**config.mk**
```make
export PLATFORM = sky130hd
export DESIGN_NAME = srtt_front
export DESIGN_NICKNAME = d
export VERILOG_FILES = /design/src/hw/rtl/srtt_pkg.sv /design/src/hw/rtl/srtt_front.sv
export SDC_FILE = /design/constraint.sdc
export NUM_CORES = 2
export LEC_CHECK = 0
export ABC_CLOCK_PERIOD_IN_PS = 49800
export BUFFER_PORTS_ARGS = -buffer_cell sky130_fd_sc_hd__buf_2
export CORE_MARGIN = 5
export CORE_UTILIZATION = 45
export DETAILED_ROUTE_END_ITERATION = 7
export PLACE_DENSITY = 0.68
export SYNTH_ARGS = -nofsm -noshare
export SYNTH_HDL_FRONTEND = slang
export SYNTH_SLANG_ARGS = --single-unit
```
**constraint.sdc**
```tcl
create_clock -name clk -period 49.8 [get_ports clk]
set_input_delay 4.98 -clock clk [delete_from_list [all_inputs] [get_ports clk]]
set_output_delay 4.98 -clock clk [all_outputs]
set_load 0.05 [all_outputs]
```
**src/hw/rtl/srtt_pkg.sv**
```systemverilog
package srtt_pkg;

    localparam int FdSlots     = 1024;
    localparam int RegionSlots = 128;
    localparam int FdW         = 10;
    localparam int FdIdxW      = $clog2(FdSlots);
    localparam int RegIdxW     = $clog2(RegionSlots);
    localparam int RegCntW     = $clog2(RegionSlots + 1);
    localparam int AddrW       = 64;
    localparam int LenW        = 32;
    localparam int QDepth      = 2;

    typedef enum logic [1:0] {
        REQ_READ  = 2'd0,
        REQ_WRITE = 2'd1,
        REQ_CLOSE = 2'd2,
        REQ_OTHER = 2'd3
    } req_t;

    typedef enum logic [1:0] {
        FE_IDLE = 2'd0,
        FE_LOOK = 2'd1,
        FE_PUSH = 2'd2,
        FE_CLR  = 2'd3
    } fe_state_t;

    typedef enum logic [1:0] {
        BE_IDLE = 2'd0,
        BE_SCAN = 2'd1,
        BE_DONE = 2'd2
    } be_state_t;

    typedef struct packed {
        req_t             kind;
        logic             sec;
        logic             hit;
        logic [AddrW-1:0] lo;
        logic [AddrW-1:0] hi;
    } job_t;

endpackage

```
**src/hw/rtl/srtt_front.sv**
```systemverilog
module srtt_front (
    input  logic                  clk,
    input  logic                  rst_n,
    input  logic                  start,
    input  logic [1:0]            req_type,
    input  logic [9:0]            fd,
    input  logic [63:0]           buf_addr,
    input  logic [31:0]           buf_len,
    input  logic                  path_secure,
    output logic                  busy,
    output logic                  push,
    output srtt_pkg::job_t        job,
    input  logic                  q_full
);
    import srtt_pkg::*;

    logic                    sec_mem [FdSlots];
    logic                    ins_mem [FdSlots];
    logic                    sec_rd, ins_rd;
    logic [FdIdxW-1:0]       clr_reg;
    fe_state_t               state_reg, state_next;
    req_t                    kind_reg;
    logic [FdW-1:0]          fd_reg;
    logic                    ps_reg;
    logic [AddrW-1:0]        lo_reg, hi_reg;
    logic                    sec_reg, hit_reg;
    logic [AddrW:0]          sum;
    logic                    in_range;
    logic                    hit_c, sec_c;
    logic                    sec_we, ins_we, sec_wd, ins_wd;
    logic                    kind_rw;
    logic [FdIdxW-1:0]       idx;
    logic [FdIdxW-1:0]       wa;

    assign idx      = fd_reg[FdIdxW-1:0];
    assign wa       = (state_reg == FE_CLR) ? clr_reg : idx;
    assign in_range = (FdW > FdIdxW) ? (fd_reg < FdW'(FdSlots)) : 1'b1;
    assign sum      = {1'b0, buf_addr} + {{(AddrW-LenW+1){1'b0}}, buf_len};
    assign kind_rw  = (kind_reg == REQ_READ) || (kind_reg == REQ_WRITE);

    always_comb
    begin
        state_next = state_reg;
        hit_c  = 1'b0;
        sec_c  = ps_reg;
        sec_we = 1'b0;
        ins_we = 1'b0;
        sec_wd = 1'b0;
        ins_wd = 1'b0;
        push   = 1'b0;
        case (state_reg)
            FE_CLR:
            begin
                sec_we = 1'b1;
                ins_we = 1'b1;
                if (clr_reg == FdIdxW'(FdSlots - 1))
                    state_next = FE_IDLE;
            end
            FE_IDLE:
            begin
                if (start)
                    state_next = FE_LOOK;
            end
            FE_LOOK:
            begin
                if (kind_rw && in_range) begin
                    if (sec_rd) begin
                        hit_c = 1'b1;
                        sec_c = 1'b1;
                    end else if (ins_rd) begin
                        hit_c = 1'b1;
                        sec_c = 1'b0;
                    end else begin
                        sec_we = 1'b1;
                        ins_we = 1'b1;
                        sec_wd = ps_reg;
                        ins_wd = ~ps_reg;
                    end
                end else if (kind_reg == REQ_CLOSE && in_range) begin
                    sec_we = 1'b1;
                    ins_we = 1'b1;
                end
                state_next = FE_PUSH;
            end
            FE_PUSH:
            begin
                if (!q_full) begin
                    push       = 1'b1;
                    state_next = FE_IDLE;
                end
            end
            default: state_next = FE_IDLE;
        endcase
    end

    always_ff @(posedge clk or negedge rst_n)
    begin
        if (!rst_n) begin
            state_reg <= FE_CLR;
            clr_reg   <= '0;
        end else begin
            state_reg <= state_next;
            if (state_reg == FE_CLR)
                clr_reg <= clr_reg + 1'b1;
        end
    end

    always_ff @(posedge clk)
    begin
        if (state_reg == FE_IDLE && start) begin
            kind_reg <= req_t'(req_type);
            fd_reg   <= fd;
            ps_reg   <= path_secure;
            lo_reg   <= buf_addr;
            hi_reg   <= sum[AddrW] ? {AddrW{1'b1}} : sum[AddrW-1:0];
            sec_rd   <= sec_mem[fd[FdIdxW-1:0]];
            ins_rd   <= ins_mem[fd[FdIdxW-1:0]];
        end
        if (sec_we)
            sec_mem[wa] <= sec_wd;
        if (ins_we)
            ins_mem[wa] <= ins_wd;
        if (state_reg == FE_LOOK) begin
            sec_reg <= kind_rw ? sec_c : 1'b0;
            hit_reg <= kind_rw ? hit_c : 1'b0;
        end
    end

    assign job  = '{kind: kind_reg, sec: sec_reg, hit: hit_reg, lo: lo_reg, hi: hi_reg};
    assign busy = (state_reg != FE_IDLE);

endmodule

```
==> flow_summary.ini <==
[critical_path]
cp.arrival_ps = 5540
path_depth = 3
cp_slowest_cell = buf_2
worstSetupPathType = primary input to primary output
path_common_cell = buf_2
crit_buf_inv = 2
cp_max_fo = 2
end_kind = primary output
cp_top_family = buffers and inverters
cp-start-kind = primary input
slowest_delay_ps = 290
path_cells = buf_2, nor3b_1, buf_2
required_ps = 44820
r2r.worst_path.cells = 6

[sta]
setup_viol = 0
skew_ps = 73.9
hold_viol = 0
rsz0062_at_grt = false
tightest_slew_ps = 1310
fmax_ghz = 0.0951
drv_slew = 0
final.min_clock_period_ps = 10520
tns_ps = 0
timing.final.crit_share = 0.211
slew_headroom = 0.118

[logic_synthesis]
synth-edff-count = 2193
ys.warnings.count = 0
synth_compound_area_frac = 0.0304
syn-cell-area_mm2 = 0.0911
ys_ff_latch = 2205
synthCells = 5337
synth-xor-area-share = 0.00317
synth_adder_area_share = 0.00475
avgSynthCellArea_um2 = 17.1
synth_mux_area_frac = 0.141
synthArstFlopShare = 0.00544
synth_top_family_by_area = multiplexers
yosysSeqAreaShare = 0.727
synth.distinct_cells = 76
synthFlopType = edfxtp_1
synth_simple_gate_area_frac = 0.0730
synth_nets = 5484

[grt]
antenna_found_initial = 8
grt_pass1_vias = 51600
grt_usage = 0.233
globalRoute.totalOverflow = 0
grt_max_degree = 251
grt_pass1_wl_um = 359000

[clocking]
clock_latency_ps = 880
cts-htree-levels = 4
post-cts-setup-buffers = 0
ctsResizeCount = 0
ctsHoldBuffers = 0
clock_sinks = 2205
cts_tree = built
cts_buffers = 217
root_buffer = clkbuf_16
cts.path.max_buffers = 3
clk_pin_slew_ps = 60

[floorplan]
ios = 247
die-height_um = 460
placementRows = 165
design.die.area_mm2 = 0.211
core_area_mm2 = 0.202
initial_core_util = 0.451
die_w_um = 460

[layout]
layout-drive-gt1-share = 0.219
reg.largest.list = ins_mem: 1024 flops, sec_mem: 1024 flops
final_cell_area_mm2 = 0.102
area_growth_pct = 12.1
nets = 5668
final_common_cell = edfxtp_1
final.fill_count = 16100
most-common-layout-cells = edfxtp_1, nor2_1, mux4_2

[placed_design]
portBuffers = 246
placed_area_mm2 = 0.0950
place.gp.congestion = 0.888
dp_hpwl_um = 145000

[hold_path]
holdPathStages = 1
worstHoldPathType = flop to flop

[route]
drc = 0
wl_per_cell_um = 30.0
drt_iter0_markers = 7556
vias = 51900
viasPerCell = 6.19
finalWirelength_um = 251000
drtAntennaViolNets = 0
firstDrtPassIters = 6

[power_and_ir_drop]
ir_worst_vdd_mv = 0.0370
p_leak_uw = 0.0337
power_density_mw_per_mm2 = 40.0

[flow_run]
maxCapViolCount = 0

[status]
outcome = finished clean
-- worst register-to-register path, delay by kind of cell, from the launching register on --
family | cells | cell delay, ps
buffers and inverters | 4 | 3670
and+or+nand+nor | 2 | 1190
DFF | 1 | 590
-- layout make-up --
cell class	count	area, µm²	area share
Antenna cell	4	10.0	0.0000981
Clock buffer	266	5690	0.0557
Clock inverter	140	1390	0.0136
Inverter	18	67.6	0.000662
Multi-Input combinational cell	2717	23200	0.227
Sequential cell	2205	66200	0.648
Tap cell	2672	3340	0.0328
Timing Repair Buffer	362	2260	0.0221
-- Yosys cell counts, types with 13 or more instances --
master,count,area share
a211oi_1,27,0.0022
a21o_1,15,0.0012
a21oi_1,68,0.0037
a22o_1,17,0.0016
a22oi_1,65,0.0054
a31oi_1,16,0.0011
and3_1,15,0.0010
buf_1,74,0.0031
buf_2,44,0.0024
buf_4,57,0.0047
buf_6,15,0.0019
clkbuf_1,207,0.0085
edfxtp_1,2193,0.72
ha_1,33,0.0045
inv_1,17,0.00070
mux2i_1,125,0.014
mux4_2,506,0.13
nand2_1,201,0.0083
nand2b_1,16,0.0011
nand3_1,82,0.0045
nand3b_1,13,0.0011
nand4_1,29,0.0020
nor2_1,1117,0.046
nor3_1,38,0.0021
nor4_1,20,0.0014
o21ai_0,50,0.0027
o22ai_1,52,0.0036
or3_1,13,0.00089
xnor2_1,19,0.0018
xor2_1,14,0.0013
-- cell families after synthesis --
group	after synthesis
flops	2205
fa+ha+maj	34
simple gates	1600
xor+xnor	33
buf+inv	415
mux	646
compound gates	404
-- metal layers --
metal,part of all wire,vias up,global-route usage
met5,0.000092,-,0
met3,0.11,576,0.0513
li1,-,21300,-
met4,0.043,4,0.0894
met2,0.48,3260,0.378
met1,0.37,26800,0.311
-- report_power, final --
| part | internal (µW) | total, µW | switching (µW) | leakage [µW] |
|---|---|---|---|---|
| clock | 904 | 1620 | 713 | 0.00343 |
| sequential | 2070 | 2080 | 14.2 | 0.0220 |
| combinational | 93.5 | 384 | 291 | 0.00825 |
-- through the flow --
step / worst slack (ps) / total power [µW] / utilization / hold slack (ps) / cells
finish: 39280 / 4090 / 0.506 / 552 / 8384
global route: 39270 / 4200 / 0.506 / 574 / 8380
CTS: 39290 / 4100 / 0.506 / 545 / 8380
detailed placement: 39300 / 2510 / 0.471 / 535 / 7974
global placement: 39180 / 2500 / 0.471 / 533 / 7973
floorplan: 20340 / 2400 / - / 482 / 5337
-- final timing paths --
kind                             from  slack [ps]      endpoint
setup / recovery               q_full       39280          push
hold / removal             clr_reg[6]         550    clr_reg[6]
setup reg to reg               ins_rd       43940  sec_mem[344]
hold reg to reg            clr_reg[6]         550    clr_reg[6]
max in group asynchronous       rst_n       45440  state_reg[0]
min in group asynchronous       rst_n        4020    clr_reg[8]
(Power assumes the default switching activity.)
