[config.mk]
export PLATFORM = sky130hd
export DESIGN_NAME = srtt_queue
export DESIGN_NICKNAME = d
export VERILOG_FILES = /design/src/hw/rtl/srtt_pkg.sv /design/src/hw/rtl/srtt_queue.sv
export SDC_FILE = /design/constraint.sdc
export NUM_CORES = 1
export LEC_CHECK = 0
export ABC_CLOCK_PERIOD_IN_PS = 17000
export BUFFER_PORTS_ARGS = -buffer_cell sky130_fd_sc_hd__buf_4
export CORE_ASPECT_RATIO = 0.5
export CORE_MARGIN = 4
export CORE_UTILIZATION = 23
export DETAILED_ROUTE_END_ITERATION = 6
export GPL_ROUTABILITY_DRIVEN = 0
export GPL_TIMING_DRIVEN = 0
export PLACE_DENSITY = 0.45
export REMOVE_ABC_BUFFERS = 1
export SETUP_SLACK_MARGIN = 0.05
export SLEW_MARGIN = 20
export SYNTH_ARGS = -nofsm -noshare
export SYNTH_HDL_FRONTEND = slang
export SYNTH_SLANG_ARGS = --single-unit
[constraint.sdc]
create_clock -name clk -period 17 [get_ports clk]
set_clock_uncertainty 0.1 [all_clocks]
set_input_delay 2.55 -clock clk [delete_from_list [all_inputs] [get_ports clk]]
set_output_delay 2.55 -clock clk [all_outputs]
set_load 0.005 [all_outputs]
[src/hw/rtl/srtt_pkg.sv]
package srtt_pkg;

    localparam int FdSlots     = 1024;
    localparam int RegionSlots = 128;
    localparam int FdW         = 10;
    localparam int FdIdxW      = $clog2(FdSlots);
    localparam int RegIdxW     = $clog2(RegionSlots);
    localparam int RegCntW     = $clog2(RegionSlots + 1);
    localparam int AddrW       = 64;
    localparam int LenW        = 32;
    localparam int QDepth      = 2;

    typedef enum logic [1:0] {
        REQ_READ  = 2'd0,
        REQ_WRITE = 2'd1,
        REQ_CLOSE = 2'd2,
        REQ_OTHER = 2'd3
    } req_t;

    typedef enum logic [1:0] {
        FE_IDLE = 2'd0,
        FE_LOOK = 2'd1,
        FE_PUSH = 2'd2,
        FE_CLR  = 2'd3
    } fe_state_t;

    typedef enum logic [1:0] {
        BE_IDLE = 2'd0,
        BE_SCAN = 2'd1,
        BE_DONE = 2'd2
    } be_state_t;

    typedef struct packed {
        req_t             kind;
        logic             sec;
        logic             hit;
        logic [AddrW-1:0] lo;
        logic [AddrW-1:0] hi;
    } job_t;

endpackage

[src/hw/rtl/srtt_queue.sv]
module srtt_queue (
    input  logic           clk,
    input  logic           rst_n,
    input  logic           push,
    input  srtt_pkg::job_t wdata,
    output logic           full,
    input  logic           pop,
    output srtt_pkg::job_t rdata,
    output logic           not_empty
);
    import srtt_pkg::*;

    localparam int PtrW = $clog2(QDepth);

    job_t            mem_reg [QDepth];
    logic [PtrW-1:0] wp_reg, rp_reg;
    logic [PtrW:0]   cnt_reg;

    assign full      = (cnt_reg == (PtrW+1)'(QDepth));
    assign not_empty = (cnt_reg != '0);
    assign rdata     = mem_reg[rp_reg];

    always_ff @(posedge clk or negedge rst_n)
    begin
        if (!rst_n) begin
            wp_reg  <= '0;
            rp_reg  <= '0;
            cnt_reg <= '0;
        end else begin
            if (push)
                wp_reg <= wp_reg + 1'b1;
            if (pop)
                rp_reg <= rp_reg + 1'b1;
            cnt_reg <= cnt_reg + (PtrW+1)'(push) - (PtrW+1)'(pop);
        end
    end

    always_ff @(posedge clk)
    begin
        if (push)
            mem_reg[wp_reg] <= wdata;
    end

endmodule

==> out/metrics.cfg, run 1 <==
[critical_path]
worstSetupStartpointType=flop
cp.required_ns=14.35
critPathTopFamily=buffers and inverters
path_class=flop to output pin
cp_max_fo=31
crit_slowest_cell=dfrtp_4
cp_cell_sequence=buf_16 -> buf_12 -> mux2_2 -> buf_4
max_stage_delay_ns=0.62
regToRegStartpoint=wp_reg
critPathBufInv=3
crit_arrival_ns=2.26
startpoint=rp_reg
worst_setup_path_end_kind=output pin

[sta]
final.hold.worst_slack_ns=0.4591
period_share_pct=28.88
fmax_mhz=203.7
period_needed_ns=4.910
final_max_slew_viol_count=0
rsz0062_at_grt=false
setup_tns_ns=0
slew_headroom_pct=50.95
setup_viol_count_final=0
tightest_slew_ns=0.7342
final_hold_viol_count=0

[routing]
wl_um=25010
vias=5001
drt_iter0_drc=200
wl_per_cell_um=18.89
drcViolationCount=0
postRouteAntennaNets=0
dr.pass1.iters=4
avgViaCountPerCell=3.777

[final_layout]
final_nets=862
n_antenna_cell=0
layout-area-overhead-vs-synth_pct=37.86
drive_above_1_share_pct=61.58
largest_reg_flops=264
final.fill_count=4149
fin_area_um2=13800

[clocking]
clkTransAtPathRegs_ns=0.06
cts_setup_buffers=0
clk_latency_ns=0.55
cts_tree=done
cts-resized-gates=0
htree_levels=1
clk_path_buf_depth=3
cts_num_sinks=268
root_buffer=clkbuf_16
cts_buffers=29
cts_hold_buf=0

[synth]
synth_top_family_by_area=multiplexers
synth_cells=426
yosys_warnings=0
synthAdderAreaFrac_pct=0.2501
synthMuxAreaShare_pct=17.48
ys_types=13
avgSynthCellArea_um2=23.49
ys_ff_latch=268
yosysSeqAreaShare_pct=80.22
synth-xor-area-share_pct=0.4126
synth_compound_area_share_pct=0
yosys.area_share.simple_pct=0.2501
syn_area_um2=10010

[floorplanning]
ios=270
initial_core_util_pct=23.58
chipHeight_um=155.5
die-width_um=303.0
die-area_um2=47110
row_count=53
fp.coreArea_um2=42440

[power]
finalPower_mw=2.220
power_density_nw_per_um2=160.9
p_leak_nw=5.264
peakVddDrop_uv=72.75
p_comb_share_pct=32.8
pwr-share-seq_pct=41.1
p_int_mw=1.619
switching_share_pct=27.09
pwr-share-clk_pct=26.1
switching_power_uw=601.3

[global_routing]
antenna_found_initial=0
grt_pass1_vias=5297
grt.overflow.total=0
grt_pass1_wl_um=35740
grt_max_degree=43
grtUsageTotal_pct=10.19

[worst_hold_path]
hold_path.class=flop to flop
worstHoldStart=wp_reg

[outcome]
status=complete, no violations

[placement]
place_area_um2=12930
io_buffer_count=269
hpwl_um=18340

[flow_run]
maxCapViolations=0

-- synthesized netlist by cell type --
master | count | area [um2]
edfxtp_1 | 264 | 7928
mux2_4 | 70 | 1051
mux2_2 | 62 | 698.2
buf_6 | 9 | 101.4
buf_2 | 6 | 30.03
dfrtp_1 | 4 | 100.1
ha_1 | 2 | 25.02
inv_1 | 2 | 7.510
nor2b_1 | 2 | 12.51
xor2_1 | 2 | 17.52
and2_1 | 1 | 6.260
or2_2 | 1 | 6.260
xor3_1 | 1 | 23.77
-- through the flow --
stage / std cells / util [%] / worst slack, ns
after floorplan: 411 / - / 7.990
after global placement: 1257 / 29.73 / 3.622
after detailed placement: 1270 / 30.46 / 12.59
after CTS: 1324 / 32.51 / 12.01
after global routing: 1324 / 32.51 / 11.98
final: 1324 / 32.51 / 12.09
-- cells by family (layout without fill, tap and decap cells) --
group	Yosys count	in the layout
xor gates and xnor gates	3	3
adders and majority gates	2	2
buffers and inverters	17	338
DFF	268	268
muxes	132	132
and+or+nand+nor	4	4
-- cell usage in the layout, fill, tap and decap left out, types with 2 or more instances in the layout --
master,instances
buf_16,5
buf_12,8
dfrtp_1,3
edfxtp_1,264
clkinv_1,5
xor2_1,2
clkbuf_1,7
ha_1,2
inv_1,2
clkinv_2,10
mux2_2,62
mux2_4,70
clkbuf_16,29
buf_4,269
-- area by class of cell --
class / instances / area, um2 / share of cell area, %
Clock buffer: 36 / 752.0 / 5.451
Clock inverter: 18 / 115.1 / 0.8344
Inverter: 2 / 7.507 / 0.05442
Multi-Input combinational cell: 141 / 1851 / 13.41
Sequential cell: 268 / 8031 / 58.22
Tap cell: 577 / 721.9 / 5.233
Timing Repair Buffer: 282 / 2317 / 16.80
-- power by group through the flow --
stage	logic (mW)	registers (mW)	clock network, mW
after CTS	0.753	0.916	0.602
after global placement	0.721	1.04	0
after global routing	0.776	0.924	0.635
final	0.727	0.913	0.580
after floorplan	0.359	0.988	0
after detailed placement	0.749	0.929	0
-- worst register-to-register path, stage by stage (launching register included) --
cell and delay (ns):
dfrtp_1 0.43, nor2b_4 0.61, buf_12 0.27, buf_12 0.20, buf_16 0.20
-- per-layer routing --
metal	vias up	share of wire [%]	global-route usage (%)
met5	-	0	0
met4	0	2.2	2.745
met3	34	2.3	1.562
met2	48	62	21.22
met1	2617	34	10.42
li1	2302	-	-
-- final timing paths --
check                            endpoint  slack (ns)  cells after the start
setup / recovery                 rdata[9]       12.09                      4
setup reg to reg           mem_reg[0][74]       14.87                      4
hold / removal                     wp_reg        0.46                      1
max in group asynchronous          rp_reg       15.00                      1
min in group asynchronous          rp_reg        1.69                      1
hold reg to reg                    wp_reg        0.46                      1
Power figures use the tool's default switching activity.
==> run 2: changes to the inputs <==
--- a/config.mk
+++ b/config.mk
@@ -5,7 +5,7 @@
 export SDC_FILE = /design/constraint.sdc
 export NUM_CORES = 1
 export LEC_CHECK = 0
-export ABC_CLOCK_PERIOD_IN_PS = 17000
+export ABC_CLOCK_PERIOD_IN_PS = 4800
 export BUFFER_PORTS_ARGS = -buffer_cell sky130_fd_sc_hd__buf_4
 export CORE_ASPECT_RATIO = 0.5
 export CORE_MARGIN = 4
==> constraint.sdc (replaced) <==
create_clock -name clk -period 4.8 [get_ports clk]
set_clock_uncertainty 0.1 [all_clocks]
set_input_delay 0.72 -clock clk [delete_from_list [all_inputs] [get_ports clk]]
set_output_delay 0.72 -clock clk [all_outputs]
set_load 0.005 [all_outputs]
==> run 2 against run 1 <==
  * First-iteration DRC count up 8.5%
  * Worst hold slack got worse by 0.21 ns
  * Design area hardly changed
  * Global-route usage about the same
==> out/metrics.cfg, run 2 (same netlist as run 1, synthesis figures left out) <==
[clocking]
root_buffer=clkbuf_16
clkTransAtPathRegs_ns=0.06
clk_latency_ns=0.55
cts-resized-gates=0
cts_tree=done
cts_buffers=29
htree_levels=1
clk_path_buf_depth=3
cts_setup_buffers=0
cts_num_sinks=268

[outcome]
status=complete, no violations

[routing]
postRouteAntennaNets=0
avgViaCountPerCell=3.809
wl_um=25040
wl_per_cell_um=18.90
vias=5047
dr.pass1.iters=4
drcViolationCount=0
drt_iter0_drc=217

[sta]
final_hold_viol_count=0
period_share_pct=64.27
slew_headroom_pct=50.55
rsz0062_at_grt=false
final_max_slew_viol_count=0
fmax_mhz=324.2
period_needed_ns=3.085
tightest_slew_ns=0.7402
setup_viol_count_final=0
setup_tns_ns=0

[critical_path]
cp.required_ns=3.98
cp-endpoint=rdata[39]
cp_max_fo=31
regToRegStartpoint=wp_reg
startpoint=rp_reg
worst_setup_path_end_kind=output pin
max_stage_delay_ns=0.63
crit_arrival_ns=2.26
critPathTopFamily=buffers and inverters
cp_num_cells=4
critPathBufInv=3
cp_cell_sequence=buf_16 -> buf_12 -> mux2_2 -> buf_4
worstSetupStartpointType=flop
crit_slowest_cell=dfrtp_4
r2r-end=mem_reg[0][74]
r2r_cells=4
path_class=flop to output pin
regToRegSetupSlack_ns=2.67

[final_layout]
utilization_pct=32.53
n_antenna_cell=0
fin_cells=1325
layout-area-overhead-vs-synth_pct=37.96
drive_above_1_share_pct=61.50
mostFrequentLayoutCell=buf_4
multi_input_area_um2=1851
seqCellArea_um2=8031
final_nets=863
layout_common_cells=buf_4 (269), edfxtp_1 (264), mux2_4 (70)
largest_reg_flops=264
final.fill_count=4148

[worst_hold_path]
worst_hold_path.num_cells=1
hold_path.class=input pin to flop
worstHoldStart=wdata[79]

[floorplanning]
initial_core_util_pct=23.58
fp.coreArea_um2=42440
ios=270
row_count=53
die-width_um=303.0
die-area_um2=47110
chipHeight_um=155.5

[power]
p_leak_nw=5.268
peakVddDrop_uv=257.1
power_density_nw_per_um2=569.8
finalPower_mw=7.867

[placement]
hpwl_um=18340
dp_cells=1270
io_buffer_count=269

[global_routing]
grtUsageTotal_pct=10.19
grt_pass1_wl_um=35760
grt_max_degree=43
grt_pass1_vias=5303
grt.overflow.total=0
antenna_found_initial=0

[flow_run]
maxCapViolations=0

[run 2: changes by cell type in the layout (fill, tap and decap cells not counted), sizes merged]
| cell | before | now |
|---|---|---|
| dlygate4sd3 | 0 | 1 |
[run 2: layer usage]
metal	track usage (%)	wire length, um
met2	21.22	15420
met5	0	0
met3	1.562	574
met4	2.745	552
met1	10.43	8493
[run 2: worst min path at each step]
stage                           endpoint  slack (ns)
after detailed placement          wp_reg        0.42
final                     mem_reg[1][79]        0.25
after global placement            wp_reg        0.37
after global routing      mem_reg[1][80]        0.21
after floorplan               cnt_reg[0]        0.32
after CTS                 mem_reg[0][39]        0.21
[run 2: worst reg2reg max path: stages (launching register included)]
cell,delay (ns)
dfrtp_1,0.43
nor2b_4,0.61
buf_12,0.27
buf_12,0.20
buf_16,0.20
[run 2: through the flow]
step | hold WS (ns) | instance area (um2) | worst slack, ns
finish | 0.2477 | 13810 | 1.715
global route | 0.2147 | 13810 | 1.605
CTS | 0.2093 | 13810 | 1.641
detailed placement | 0.4231 | 12930 | 2.220
global placement | 0.3712 | 12620 | -6.748
floorplan | 0.3244 | 9876 | -2.380
[run 2: cell type report]
type / count / share of cell area [%]
repair buffers: 283 / 16.86
flip-flops and latches: 268 / 58.17
well taps: 577 / 5.229
clock inverters: 18 / 0.8338
inverters: 2 / 0.05438
clock buffers: 36 / 5.447
multi-input cells: 141 / 13.40
[run 2: what timing repair did]
item	in CTS	in global routing
hold endpoints to repair	4	0
endpoints found under the setup margin	0	0
hold buffers	1	0
[run 2: report_power, final]
part           switching [mW]  internal (mW)
combinational            1.11           1.47
clock                   0.890           1.16
sequential              0.134           3.10
total                    2.13           5.73
